`config.mk`:
```
export PLATFORM = sky130hd
export DESIGN_NAME = averaged_temp_gas_alarm_blinker_top_flat
export DESIGN_NICKNAME = d
export VERILOG_FILES = /design/src/design/atgab_pkg.sv /design/src/design/atgab_if.sv /design/src/design/atgab_ring_ram.sv /design/src/design/atgab_alarm_core.sv /design/src/design/atgab_out_queue.sv /design/src/design/averaged_temp_gas_alarm_blinker_top.sv /design/src/flat_wrapper.sv
export VERILOG_INCLUDE_DIRS = /design/src /design/src/design
export SDC_FILE = /design/constraint.sdc
export NUM_CORES = 2
export LEC_CHECK = 0
export ABC_AREA = 1
export BUFFER_PORTS_ARGS = -buffer_cell sky130_fd_sc_hd__buf_2
export CORE_AREA = 3 3 503 505
export CTS_BUF_LIST = sky130_fd_sc_hd__clkbuf_16
export DETAILED_ROUTE_END_ITERATION = 8
export DIE_AREA = 0 0 506 508
export HOLD_SLACK_MARGIN = 0.15
export PLACE_DENSITY = 0.35
export SYNTH_ARGS = -nofsm -noshare
export SYNTH_HDL_FRONTEND = slang
export SYNTH_SLANG_ARGS = --single-unit
```
`constraint.sdc`:
```
create_clock -name clk_i -period 12.7 [get_ports clk_i]
set_input_delay 3.81 -clock clk_i [delete_from_list [all_inputs] [get_ports clk_i]]
set_output_delay 3.81 -clock clk_i [all_outputs]
set_load 0.1 [all_outputs]
```
`src/design/averaged_temp_gas_alarm_blinker_top_assert.svh`:
```
// Assertion macros shared by the alarm blinker modules.
`ifndef AVERAGED_TEMP_GAS_ALARM_BLINKER_TOP_ASSERT_SVH
`define AVERAGED_TEMP_GAS_ALARM_BLINKER_TOP_ASSERT_SVH

// Checks a property on every rising clock edge outside reset.
`define ATGAB_ASSERT(label, prop, msg) \
  label: assert property (@(posedge clk_i) disable iff (!rst_ni) prop) \
    else $error(msg);

// Checks that a condition never holds outside reset.
`define ATGAB_ASSERT_NEVER(label, cond, msg) \
  `ATGAB_ASSERT(label, !(cond), msg)

`endif

```
`src/design/atgab_pkg.sv`:
```
// Package of constants and types for the averaged temperature and gas alarm blinker.
package atgab_pkg;

  localparam int WINDOW      = 100;
  localparam int SAMPLE_BITS = 12;
  localparam int PTR_W       = $clog2(WINDOW);
  localparam int SUM_W       = SAMPLE_BITS + $clog2(WINDOW);
  localparam int ADC_W       = 12;
  localparam int OUT_SUM_W   = 20;
  localparam int CMP_W       = (SUM_W > OUT_SUM_W) ? SUM_W : OUT_SUM_W;
  localparam int CNT_W       = 10;
  localparam int CFG_IDX_W   = 2;
  localparam int CFG_DATA_W  = 20;
  localparam int QUEUE_DEPTH = 3;
  localparam int QPTR_W      = $clog2(QUEUE_DEPTH);
  localparam int QCNT_W      = $clog2(QUEUE_DEPTH + 1);

  localparam logic [OUT_SUM_W-1:0] SUM_MAX = '1;

  localparam logic [OUT_SUM_W-1:0] TEMP_SUM_LIMIT_RST    = OUT_SUM_W'(37227);
  localparam logic [CNT_W-1:0]     GAS_PERIOD_TICKS_RST  = CNT_W'(100);
  localparam logic [CNT_W-1:0]     TEMP_PERIOD_TICKS_RST = CNT_W'(50);
  localparam logic [CNT_W-1:0]     BOTH_PERIOD_TICKS_RST = CNT_W'(10);

  typedef enum logic [CFG_IDX_W-1:0] {
    REG_TEMP_SUM_LIMIT    = 2'd0,
    REG_GAS_PERIOD_TICKS  = 2'd1,
    REG_TEMP_PERIOD_TICKS = 2'd2,
    REG_BOTH_PERIOD_TICKS = 2'd3
  } cfg_reg_e;

  typedef struct packed {
    logic [OUT_SUM_W-1:0] temp_sum_limit;
    logic [CNT_W-1:0]     gas_period_ticks;
    logic [CNT_W-1:0]     temp_period_ticks;
    logic [CNT_W-1:0]     both_period_ticks;
  } cfg_t;

  typedef struct packed {
    logic                 led_on;
    logic                 gas_alarm;
    logic                 temp_alarm;
    logic                 alarm_active;
    logic [OUT_SUM_W-1:0] window_sum;
  } result_t;

endpackage

```
`src/design/atgab_if.sv`:
```
// Channel interfaces for samples, results and register writes.
interface atgab_in_if;
  import atgab_pkg::*;
  logic             valid;
  logic             ready;
  logic [ADC_W-1:0] adc_sample;
  logic             gas_detected;
  modport source (output valid, output adc_sample, output gas_detected, input ready);
  modport sink (input valid, input adc_sample, input gas_detected, output ready);
endinterface

interface atgab_out_if;
  import atgab_pkg::*;
  logic                 valid;
  logic                 ready;
  logic                 led_on;
  logic                 gas_alarm;
  logic                 temp_alarm;
  logic                 alarm_active;
  logic [OUT_SUM_W-1:0] window_sum;
  modport source (output valid, output led_on, output gas_alarm, output temp_alarm,
                  output alarm_active, output window_sum, input ready);
  modport sink (input valid, input led_on, input gas_alarm, input temp_alarm,
                input alarm_active, input window_sum, output ready);
endinterface

interface atgab_cfg_if;
  import atgab_pkg::*;
  logic                  valid;
  logic                  ready;
  logic [CFG_IDX_W-1:0]  index;
  logic [CFG_DATA_W-1:0] data;
  modport source (output valid, output index, output data, input ready);
  modport sink (input valid, input index, input data, output ready);
endinterface

```
`src/design/atgab_ring_ram.sv`:
```
// Sample ring memory with a registered read port and per-entry valid bits.
`include "averaged_temp_gas_alarm_blinker_top_assert.svh"

module atgab_ring_ram (
  input  logic                              clk_i,
  input  logic                              rst_ni,
  input  logic                              rd_en_i,
  input  logic [atgab_pkg::PTR_W-1:0]       rd_addr_i,
  output logic [atgab_pkg::SAMPLE_BITS-1:0] rd_data_o,
  input  logic                              wr_en_i,
  input  logic [atgab_pkg::PTR_W-1:0]       wr_addr_i,
  input  logic [atgab_pkg::SAMPLE_BITS-1:0] wr_data_i
);
  import atgab_pkg::*;

  logic [SAMPLE_BITS-1:0] mem_q [WINDOW];
  logic [WINDOW-1:0]      valid_q;
  logic [SAMPLE_BITS-1:0] rd_raw_q;
  logic                   rd_vld_q;

  always_ff @(posedge clk_i) begin
    if (wr_en_i) begin
      mem_q[wr_addr_i] <= wr_data_i;
    end
    if (rd_en_i) begin
      rd_raw_q <= mem_q[rd_addr_i];
    end
  end

  always_ff @(posedge clk_i or negedge rst_ni) begin
    if (!rst_ni) begin
      valid_q  <= '0;
      rd_vld_q <= 1'b0;
    end else begin
      if (wr_en_i) begin
        valid_q[wr_addr_i] <= 1'b1;
      end
      if (rd_en_i) begin
        rd_vld_q <= valid_q[rd_addr_i];
      end
    end
  end

  // An entry never written since reset reads as zero.
  assign rd_data_o = rd_vld_q ? rd_raw_q : '0;

  `ATGAB_ASSERT_NEVER(a_no_rw_collision, rd_en_i && wr_en_i && (rd_addr_i == wr_addr_i), "ring read and write hit the same entry")

endmodule

```
`src/design/atgab_alarm_core.sv`:
```
// Running sum, alarm flags and LED blink state updated once per word.
module atgab_alarm_core (
  input  logic                              clk_i,
  input  logic                              rst_ni,
  input  logic                              fire_i,
  input  logic [atgab_pkg::SAMPLE_BITS-1:0] sample_i,
  input  logic [atgab_pkg::SAMPLE_BITS-1:0] old_i,
  input  logic                              gas_i,
  input  atgab_pkg::cfg_t                   cfg_i,
  output atgab_pkg::result_t                res_o
);
  import atgab_pkg::*;

  logic [SUM_W-1:0] sum_q, sum_d;
  logic [CNT_W-1:0] cnt_q, cnt_d;
  logic             led_q, led_d;
  logic [CMP_W-1:0] sum_ext;
  logic             temp;
  logic             active;
  logic [CNT_W-1:0] period;
  logic [CNT_W:0]   cnt_inc;

  always_comb begin
    sum_d   = sum_q - SUM_W'(old_i) + SUM_W'(sample_i);
    sum_ext = CMP_W'(sum_d);
    temp    = sum_ext > CMP_W'(cfg_i.temp_sum_limit);
    active  = gas_i || temp;
    if (gas_i && temp) begin
      period = cfg_i.both_period_ticks;
    end else if (gas_i) begin
      period = cfg_i.gas_period_ticks;
    end else begin
      period = cfg_i.temp_period_ticks;
    end
    cnt_inc = (CNT_W + 1)'(cnt_q) + (CNT_W + 1)'(1);
    if (!active) begin
      cnt_d = '0;
      led_d = 1'b0;
    end else if (cnt_inc >= (CNT_W + 1)'(period)) begin
      cnt_d = '0;
      led_d = !led_q;
    end else begin
      cnt_d = cnt_inc[CNT_W-1:0];
      led_d = led_q;
    end
    res_o.led_on       = led_d;
    res_o.gas_alarm    = gas_i;
    res_o.temp_alarm   = temp;
    res_o.alarm_active = active;
    res_o.window_sum   = (sum_ext > CMP_W'(SUM_MAX)) ? SUM_MAX : sum_ext[OUT_SUM_W-1:0];
  end

  always_ff @(posedge clk_i or negedge rst_ni) begin
    if (!rst_ni) begin
      sum_q <= '0;
      cnt_q <= '0;
      led_q <= 1'b0;
    end else if (fire_i) begin
      sum_q <= sum_d;
      cnt_q <= cnt_d;
      led_q <= led_d;
    end
  end

endmodule

```
`src/design/atgab_out_queue.sv`:
```
// Small result queue that decouples the update stage from the output channel.
`include "averaged_temp_gas_alarm_blinker_top_assert.svh"

module atgab_out_queue (
  input  logic                         clk_i,
  input  logic                         rst_ni,
  input  logic                         push_i,
  input  atgab_pkg::result_t           push_data_i,
  output logic [atgab_pkg::QCNT_W-1:0] count_o,
  atgab_out_if.source                  out_o
);
  import atgab_pkg::*;

  result_t           slot_q [QUEUE_DEPTH];
  logic [QPTR_W-1:0] wr_ptr_q, rd_ptr_q;
  logic [QCNT_W-1:0] count_q;
  logic              pop;
  result_t           head;

  assign pop = out_o.valid && out_o.ready;

  always_ff @(posedge clk_i) begin
    if (push_i) begin
      slot_q[wr_ptr_q] <= push_data_i;
    end
  end

  always_ff @(posedge clk_i or negedge rst_ni) begin
    if (!rst_ni) begin
      wr_ptr_q <= '0;
      rd_ptr_q <= '0;
      count_q  <= '0;
    end else begin
      if (push_i) begin
        wr_ptr_q <= (wr_ptr_q == QPTR_W'(QUEUE_DEPTH - 1)) ? '0 : wr_ptr_q + 1'b1;
      end
      if (pop) begin
        rd_ptr_q <= (rd_ptr_q == QPTR_W'(QUEUE_DEPTH - 1)) ? '0 : rd_ptr_q + 1'b1;
      end
      if (push_i && !pop) begin
        count_q <= count_q + 1'b1;
      end else if (pop && !push_i) begin
        count_q <= count_q - 1'b1;
      end
    end
  end

  assign head               = slot_q[rd_ptr_q];
  assign out_o.valid        = (count_q != '0);
  assign out_o.led_on       = head.led_on;
  assign out_o.gas_alarm    = head.gas_alarm;
  assign out_o.temp_alarm   = head.temp_alarm;
  assign out_o.alarm_active = head.alarm_active;
  assign out_o.window_sum   = head.window_sum;
  assign count_o            = count_q;

  `ATGAB_ASSERT(a_no_overflow, push_i |-> ((count_q < QCNT_W'(QUEUE_DEPTH)) || pop), "result queue overflow")

endmodule

```
`src/design/averaged_temp_gas_alarm_blinker_top.sv`:
```
// Top level of the averaged temperature and gas alarm blinker.
// Each accepted word carries one converter sample and the gas bit; exactly one result word
// follows via the update stage and the result queue. A new word is accepted in every cycle
// while the result queue has room: the ring memory is read in the cycle of acceptance and
// written back in the next, and consecutive words use consecutive ring entries, so the only
// limit on the sustained rate of one word per cycle is the output side. The ring comes out of
// reset cleared through per-entry valid bits, so no clearing pass is needed. The register
// port is always ready; registers are to be written only while the block is idle.
`include "averaged_temp_gas_alarm_blinker_top_assert.svh"

module averaged_temp_gas_alarm_blinker_top (
  input  logic         clk_i,
  input  logic         rst_ni,
  atgab_in_if.sink     in_i,
  atgab_out_if.source  out_o,
  atgab_cfg_if.sink    cfg_i
);
  import atgab_pkg::*;

  cfg_t                   cfg_q;
  logic [PTR_W-1:0]       ptr_q;
  logic                   s1_v_q;
  logic [SAMPLE_BITS-1:0] s1_sample_q;
  logic                   s1_gas_q;
  logic [PTR_W-1:0]       s1_slot_q;
  logic                   in_fire;
  logic [SAMPLE_BITS-1:0] old_sample;
  logic [QCNT_W-1:0]      q_count;
  logic [QCNT_W:0]        pending;
  result_t                res;

  assign pending    = (QCNT_W + 1)'(q_count) + (QCNT_W + 1)'(s1_v_q);
  assign in_i.ready = (pending < (QCNT_W + 1)'(QUEUE_DEPTH));
  assign in_fire    = in_i.valid && in_i.ready;
  assign cfg_i.ready = 1'b1;

  always_ff @(posedge clk_i or negedge rst_ni) begin
    if (!rst_ni) begin
      cfg_q.temp_sum_limit    <= TEMP_SUM_LIMIT_RST;
      cfg_q.gas_period_ticks  <= GAS_PERIOD_TICKS_RST;
      cfg_q.temp_period_ticks <= TEMP_PERIOD_TICKS_RST;
      cfg_q.both_period_ticks <= BOTH_PERIOD_TICKS_RST;
    end else if (cfg_i.valid) begin
      case (cfg_reg_e'(cfg_i.index))
        REG_TEMP_SUM_LIMIT:    cfg_q.temp_sum_limit    <= cfg_i.data[OUT_SUM_W-1:0];
        REG_GAS_PERIOD_TICKS:  cfg_q.gas_period_ticks  <= cfg_i.data[CNT_W-1:0];
        REG_TEMP_PERIOD_TICKS: cfg_q.temp_period_ticks <= cfg_i.data[CNT_W-1:0];
        REG_BOTH_PERIOD_TICKS: cfg_q.both_period_ticks <= cfg_i.data[CNT_W-1:0];
        default: begin
        end
      endcase
    end
  end

  always_ff @(posedge clk_i or negedge rst_ni) begin
    if (!rst_ni) begin
      ptr_q  <= '0;
      s1_v_q <= 1'b0;
    end else begin
      s1_v_q <= in_fire;
      if (in_fire) begin
        ptr_q <= (ptr_q == PTR_W'(WINDOW - 1)) ? '0 : ptr_q + 1'b1;
      end
    end
  end

  always_ff @(posedge clk_i) begin
    if (in_fire) begin
      s1_sample_q <= SAMPLE_BITS'(in_i.adc_sample);
      s1_gas_q    <= in_i.gas_detected;
      s1_slot_q   <= ptr_q;
    end
  end

  atgab_ring_ram u_ring (
    .clk_i     (clk_i),
    .rst_ni    (rst_ni),
    .rd_en_i   (in_fire),
    .rd_addr_i (ptr_q),
    .rd_data_o (old_sample),
    .wr_en_i   (s1_v_q),
    .wr_addr_i (s1_slot_q),
    .wr_data_i (s1_sample_q)
  );

  atgab_alarm_core u_core (
    .clk_i    (clk_i),
    .rst_ni   (rst_ni),
    .fire_i   (s1_v_q),
    .sample_i (s1_sample_q),
    .old_i    (old_sample),
    .gas_i    (s1_gas_q),
    .cfg_i    (cfg_q),
    .res_o    (res)
  );

  atgab_out_queue u_queue (
    .clk_i       (clk_i),
    .rst_ni      (rst_ni),
    .push_i      (s1_v_q),
    .push_data_i (res),
    .count_o     (q_count),
    .out_o       (out_o)
  );

  `ATGAB_ASSERT(a_update_follows_accept, in_fire |=> s1_v_q, "accepted word did not reach the update stage")

endmodule
```
`src/flat_wrapper.sv`:
```
// flat-port wrapper written by rule: the top's interface ports become plain ports
module averaged_temp_gas_alarm_blinker_top_flat import atgab_pkg::*;
  (clk_i, rst_ni, in_i_valid, in_i_adc_sample, in_i_gas_detected, in_i_ready, out_o_valid, out_o_led_on, out_o_gas_alarm, out_o_temp_alarm, out_o_alarm_active, out_o_window_sum, out_o_ready, cfg_i_valid, cfg_i_index, cfg_i_data, cfg_i_ready);
  atgab_in_if in_i_i ();
  atgab_out_if out_o_i ();
  atgab_cfg_if cfg_i_i ();
  input  logic clk_i;
  input  logic rst_ni;
  input wire logic [$bits(in_i_i.valid)-1:0] in_i_valid;
  input wire logic [$bits(in_i_i.adc_sample)-1:0] in_i_adc_sample;
  input wire logic [$bits(in_i_i.gas_detected)-1:0] in_i_gas_detected;
  output wire logic [$bits(in_i_i.ready)-1:0] in_i_ready;
  output wire logic [$bits(out_o_i.valid)-1:0] out_o_valid;
  output wire logic [$bits(out_o_i.led_on)-1:0] out_o_led_on;
  output wire logic [$bits(out_o_i.gas_alarm)-1:0] out_o_gas_alarm;
  output wire logic [$bits(out_o_i.temp_alarm)-1:0] out_o_temp_alarm;
  output wire logic [$bits(out_o_i.alarm_active)-1:0] out_o_alarm_active;
  output wire logic [$bits(out_o_i.window_sum)-1:0] out_o_window_sum;
  input wire logic [$bits(out_o_i.ready)-1:0] out_o_ready;
  input wire logic [$bits(cfg_i_i.valid)-1:0] cfg_i_valid;
  input wire logic [$bits(cfg_i_i.index)-1:0] cfg_i_index;
  input wire logic [$bits(cfg_i_i.data)-1:0] cfg_i_data;
  output wire logic [$bits(cfg_i_i.ready)-1:0] cfg_i_ready;
  assign in_i_i.valid = in_i_valid;
  assign in_i_i.adc_sample = in_i_adc_sample;
  assign in_i_i.gas_detected = in_i_gas_detected;
  assign in_i_ready = in_i_i.ready;
  assign out_o_valid = out_o_i.valid;
  assign out_o_led_on = out_o_i.led_on;
  assign out_o_gas_alarm = out_o_i.gas_alarm;
  assign out_o_temp_alarm = out_o_i.temp_alarm;
  assign out_o_alarm_active = out_o_i.alarm_active;
  assign out_o_window_sum = out_o_i.window_sum;
  assign out_o_i.ready = out_o_ready;
  assign cfg_i_i.valid = cfg_i_valid;
  assign cfg_i_i.index = cfg_i_index;
  assign cfg_i_i.data = cfg_i_data;
  assign cfg_i_ready = cfg_i_i.ready;
  averaged_temp_gas_alarm_blinker_top u_core (.clk_i(clk_i), .rst_ni(rst_ni), .in_i(in_i_i), .out_o(out_o_i), .cfg_i(cfg_i_i));
endmodule
```
### After elaboration in Yosys (flattened, before gate mapping)

Memories as Yosys holds them, arrays and structs flattened. A register that Yosys moved wholly into a read port is not among the register bits.
Index checks and enable logic that the tools add are counted.

* register bits after elaboration: 215
* RAM bits: 1269
* output and inout port bits: 27
* logic and storage cells: 76
* memories: 2

Memories
* u_core.u_ring.mem_q: depth 100, bits a word 12, read ports 1, clocked after memory_dff 1, write ports 1, RTL line atgab_ring_ram.sv:16 `logic [SAMPLE_BITS-1:0] mem_q [WINDOW];`
* u_core.u_queue.slot_q: depth 3, bits a word 23, read ports 1, clocked after memory_dff 0, write ports 1, RTL line atgab_out_queue.sv:14 `result_t slot_q [QUEUE_DEPTH];`

* add/sub/neg operators: 9
* order comparisons: 6
* eq/ne operators: 6
* multiplexer cells: 18
* bitwise gates (word level): 1
* reduce and logical (&&, ||, !) cells: 17

Operators by type and width (count)
* bitwise OR 100 bit: 1
* 2-to-1 mux 10 bit: 4
* greater-than comparator 19 x 20 -> 1 bit: 1
* adder 19 x 12 -> 19 bit: 1
* subtractor 19 x 12 -> 19 bit: 1
* < comparator 7 x 8 -> 1 bit (second input constant): 2
* 2-to-1 mux 12 bit: 1
* adder 10 x 1 -> 11 bit (second input constant): 1
* >= comparator 11 x 10 -> 1 bit: 1
* equality test 2 bit (second input constant): 4
* 2-to-1 mux 2 bit: 4
* AND reduction 2 bit: 4
* adder 7 x 1 -> 7 bit (second input constant): 1
* binary-select mux 1 bit (select 7 bit): 1
* demux 1 bit (select 7 bit): 1
* equality test 7 bit (second input constant): 1
* >= comparator 7 x 1 -> 1 bit (second input constant): 1
* 2-to-1 mux 7 bit: 1
* adder 2 x 1 -> 2 bit (second input constant): 3
* logical AND 1 bit: 6
* 2-to-1 mux 1 bit: 6
* nonzero test 2 bit: 2
* adder 2 x 1 -> 3 bit: 1
* zero test 1 bit: 3
* 5 further kinds: 5

### Depth between registers and ports, before layout

* word-level depth: 9
* gate-level depth with buffers: 41
* gate-level depth less buffers: 39

### Hierarchy

From an unflattened synthesis, not the netlist that was laid out.

* cell total of the unflattened synthesis: 5552
* area total of the unflattened synthesis: 63045.5 sq um

By module, submodules not included
* atgab_ring_ram: times used 1, cells each 4478, area each 53222.3 sq um, sequential area each 38922.3 sq um
* atgab_alarm_core: times used 1, cells each 594, area each 3995.1 sq um, sequential area each 750.7 sq um
* averaged_temp_gas_alarm_blinker_top: times used 1, cells each 266, area each 2926.6 sq um, sequential area each 2072.0 sq um
* atgab_out_queue: times used 1, cells each 214, area each 2901.5 sq um, sequential area each 2312.2 sq um

### Least setup slack after synthesis

No wires, ideal clock.

* kind: register to output
* start point: reg u_core.u_queue.rd_ptr_q[0]
* end point: out out_o_alarm_active
* arrival time: 2.608 ns
* data required time: 8.890 ns
* path slack: 6.282 ns
* stages on the path, launching flop included: 6
* path through: dfrtp_1 > clkbuf_1 > or2_2 > clkbuf_1 > clkbuf_1 > o211ai_1

* word-level cells in the longest chain between the ends: 1

Ends and longest elaborated chain
* start: declaration: RTL line atgab_out_queue.sv:15 `logic [QPTR_W-1:0] wr_ptr_q, rd_ptr_q;`
* start signal: assignment: RTL line atgab_out_queue.sv:38 `rd_ptr_q <= (rd_ptr_q == QPTR_W'(QUEUE_DEPTH - 1)) ? '0 : rd_ptr_q + 1'b1;`
* memory read (3 x 23 bit)
* end: declaration: RTL line flat_wrapper.sv:17 `output wire logic [$bits(out_o_i.alarm_active)-1:0] out_o_alarm_active;`

No other way between the ends.

==> impl_metrics.csv <==
group,metric,value,unit
worst_setup_path,cp_num_cells,35,
clocking,worst_setup_hold_path_clk_slew,0.06,ns
worst_setup_path,slowest_delay,0.76,ns
floorplanning,core,248700,µm²
cells_and_area,storage_element_area,43980,µm²
clocking,post_cts.resized_instances,0,
sta,final_min_period_over_clock_period,54.58,%
routing,post_drt_wl_per_cell,23.47,µm
floorplanning,die_y,508,µm
sta,fmax,0.1443,GHz
power,power-per-cell-area,262.1,nW/µm²
global_route,global_route_wire_length_before_repair,304600,µm
worst_setup_path,setup.reg_to_reg.worst_slack,5.77,ns
global_route,groute.usage.overall,16.16,%
worst_setup_path,timing.critical_path.arrival,7.66,ns
synthesis,netlist_area,62220,µm²
synthesis,yosys.cell_count.top_type,"edfxtp_1",
synthesis,ys_types,39,
synthesis,yosys_register_bits,1496,
synthesis,yosys-top-cells-area,"edfxtp_1 63%, dfrtp_1 7.2%, o21ai_0 6.2%",
run_status,result_of_the_run,"finished, final reports clean",
placement,finalWeightedCongestion,0.7685,
sta,worst_slew_margin_rel,20.31,%
routing,drc_errors,0,
routing,drt_iter0_markers,2938,
placement,dpl_cell_area,66450,µm²
sta,report.final.setup_viol,0,
worst_setup_path,cpLargestDelayFamily,"simple AND/OR/NAND/NOR gates",
worst_setup_path,worst-setup-path-type,"register to register",
sta,worst-slew-pin-transition,1.194,ns
floorplanning,initial_utilization,25.02,%
worst_hold_path,hp-class,"register to register",
global_route,grt_overflow,0,
clocking,numCtsBuffers,177,
cells_and_area,stdcell_area,71920,µm²
clocking,cts_max_path_buffers,3,
clocking,clk_latency,0.84,ns
power,vdd_drop_max,0.1891,mV
routing,detail_route.wirelength,211300,µm
floorplanning,placement_rows,183,
synthesis,postSynthCellCount,5464,
routing,drt_pre_antenna_iters,7,
floorplanning,io_pins,67,
sta,grt_setup_unrepaired,"false",
global_route,number_of_antenna_violations_at_the_first_check_in_global_routing,8,
global_route,pin_count_of_the_biggest_net_entering_global_routing,145,
synthesis,synth-main-ff-cell,"edfxtp_1",
worst_setup_path,regToRegEndpoint,"u_core.u_core.cnt_q[8]",
sta,hold_violations,0,
worst_setup_path,crit_required,13.43,ns
flow_run,max_cap_violations,0,
clocking,cts.root.buffer_cell,"clkbuf_16",
worst_setup_path,endpoint_class_of_the_critical_path,"register",
sta,period_minus_ws_final,6.932,ns
worst_setup_path,critPathBufInv,3,
power,power_leakage,25.94,nW
floorplanning,die_w,506,µm
synthesis,netlist.top_cell.by_area,"edfxtp_1",
worst_setup_path,critical_path.most_common_cell,"nand2_1",
cells_and_area,final_layout_size_suffix_gt1_share,9.914,%
routing,num_vias,40610,
worst_setup_path,crit_path_end,"u_core.u_core.cnt_q[8]",
worst_setup_path,crit_path_max_fanout,50,
cells_and_area,fill_cells,25820,
cells_and_area,multi_input_gate_area_in_the_final_layout,15810,µm²
synthesis,synthTopCellsByCount,"1301 x edfxtp_1, 1029 x nor2_1, 870 x nand2_1",
synthesis,netlist.area_leader.share,62.79,%
clocking,numClockSinks,1496,
clocking,cts_hold_repair.buffers,0,
placement,io_buffer_count,64,
synthesis,post_synth.cell_area_avg,11.39,µm²
sta,timing.final.max_slew_violations,0,
synthesis,asyncSetResetFlopFracSynth,13.03,%
worst_setup_path,worstRegToRegCells,35,
synthesis,yosysSeqAreaShare,70.66,%
global_route,first_global_vias,40190,
synthesis,synth_enable_flop_cells,1301,
cells_and_area,finalNetCount,5623,
clocking,clock_tree_from_tritoncts,"built",
placement,hpwlAfterDp,122800,µm
routing,ant_nets,0,
worst_setup_path,critical_path.startpoint_type,"register",
clocking,cts_htree_levels,4,
sta,worst_clock_skew,0.04368,ns
routing,via_to_cell_ratio,4.511,
synthesis,yosys_warnings,0,
clocking,post-cts-setup-buffer-count,0,
worst_setup_path,crit-reg2reg-launch,"u_core.s1_sample_q[3]",
worst_setup_path,cp-startpoint,"u_core.s1_sample_q[3]",
floorplanning,floorplan.die_area,257000,µm²
worst_setup_path,cp_slowest_cell,"nor2_1",
cells_and_area,syn_to_final_growth,15.58,%
sta,setup-tns-final,0,ns
synthesis,mappedNetlistNets,5569,
## final cells by class
type,instances,area share (%)
flip-flops and latches,1496,61.15
clock buffers,178,6.194
multi-input cells,3360,21.99
clock inverters,152,1.395
inverters,291,1.541
well taps,3330,5.794
repair buffers,192,1.917
diodes,5,0.01740
## how the worst min path moves through the flow
stage / start / end / depth (start not counted)
floorplan: u_core.ptr_q[4] / u_core.s1_slot_q[4] / 0
CTS: u_core.u_ring.valid_q[20] / u_core.u_ring.valid_q[20] / 2
finish: u_core.u_ring.valid_q[20] / u_core.u_ring.valid_q[20] / 2
global route: u_core.u_ring.valid_q[74] / u_core.u_ring.valid_q[74] / 1
detailed placement: u_core.u_ring.valid_q[43] / u_core.u_ring.valid_q[43] / 2
global placement: u_core.u_ring.valid_q[23] / u_core.u_ring.valid_q[23] / 2
## kinds of logic (layout without fill, tap and decap cells)
logic type | after synthesis | count (layout) | share of synthesized area [%]
and+or+nand+nor | 2158 | 2158 | 13.78
buffers and inverters | 608 | 813 | 4.281
adders and majority gates | 65 | 65 | 1.452
DFF | 1496 | 1496 | 70.66
other | 2 | 7 | 0.01207
muxes | 1 | 1 | 0.01609
AOI/OAI and AO/OA | 1110 | 1110 | 9.459
xor gates and xnor gates | 24 | 24 | 0.3378
## metal layers
metal,vias to the layer above,track usage (%),routed length (µm)
li1,19100,-,-
met1,20560,22.78,100400
met2,720,26.21,99240
met3,233,2.274,7379
met4,0,3.850,4336
met5,-,0,0
## cells in the final DEF (no fill, tap or decap), types with 5 or more instances in the layout
cell / count
edfxtp_1: 1301
nor2_1: 956
nand2_1: 866
o21ai_0: 774
inv_1: 341
clkbuf_16: 178
dfrtp_1: 175
o22ai_1: 154
nand3_1: 144
buf_4: 121
a21oi_1: 87
nor2_2: 68
buf_2: 63
clkinv_1: 55
ha_1: 53
or2_2: 45
nand4_1: 44
o21ai_1: 44
o211ai_1: 30
clkinv_2: 21
xor2_1: 20
dfstp_2: 16
nor3_1: 13
fa_1: 12
bufinv_16: 8
buf_12: 7
nand3b_1: 6
diode_2: 5
a21o_1: 5
and2_1: 5
nor2_4: 5
a221o_1: 5
clkinv_8: 5
## through the flow
stage | power (W) | setup slack (ns) | std cells | hold slack [ns] | utilization, %
2_1_floorplan | 0.01130 | 6.282 | 5464 | 0.4231 | -
3_3_place_gp | 0.01432 | 5.594 | 8669 | 0.4400 | 26.72
3_5_place_dp | 0.01431 | 5.672 | 8669 | 0.4446 | 26.72
4_1_cts | 0.01921 | 5.632 | 8999 | 0.4573 | 28.92
5_1_grt | 0.02009 | 4.794 | 9000 | 0.4669 | 28.92
6_report | 0.01885 | 5.768 | 9004 | 0.4536 | 28.92
## power breakdown
group | leakage [nW] | total, W | switching, W | internal (W)
Sequential | 14.2 | 0.00652 | 0.000241 | 0.00628
Clock | 2.88 | 0.00483 | 0.00212 | 0.00271
Combinational | 8.84 | 0.00750 | 0.00572 | 0.00177
## sequential cells by signal, summed over array words and instances, names as in the netlist
name / flops
u_core.u_ring.mem_q: 1200
u_core.u_ring.valid_q: 100
u_core.u_queue.slot_q: 69
u_core.cfg_q: 50
u_core.u_core.sum_q: 19
u_core.s1_sample_q: 12
u_core.u_ring.rd_raw_q: 12
u_core.u_core.cnt_q: 10
u_core.ptr_q: 7
u_core.s1_slot_q: 7
u_core.u_queue.count_o: 2
u_core.u_queue.rd_ptr_q: 2
u_core.u_queue.wr_ptr_q: 2
u_core.s1_gas_q: 1
u_core.s1_v_q: 1
u_core.u_core.led_q: 1
u_core.u_ring.rd_vld_q: 1
## worst min-delay path, stage by stage (launching register included)
cell and delay, ns:
dfrtp_1 0.32, inv_1 0.04, o21ai_0 0.06
Power figures use the tool's default switching activity.
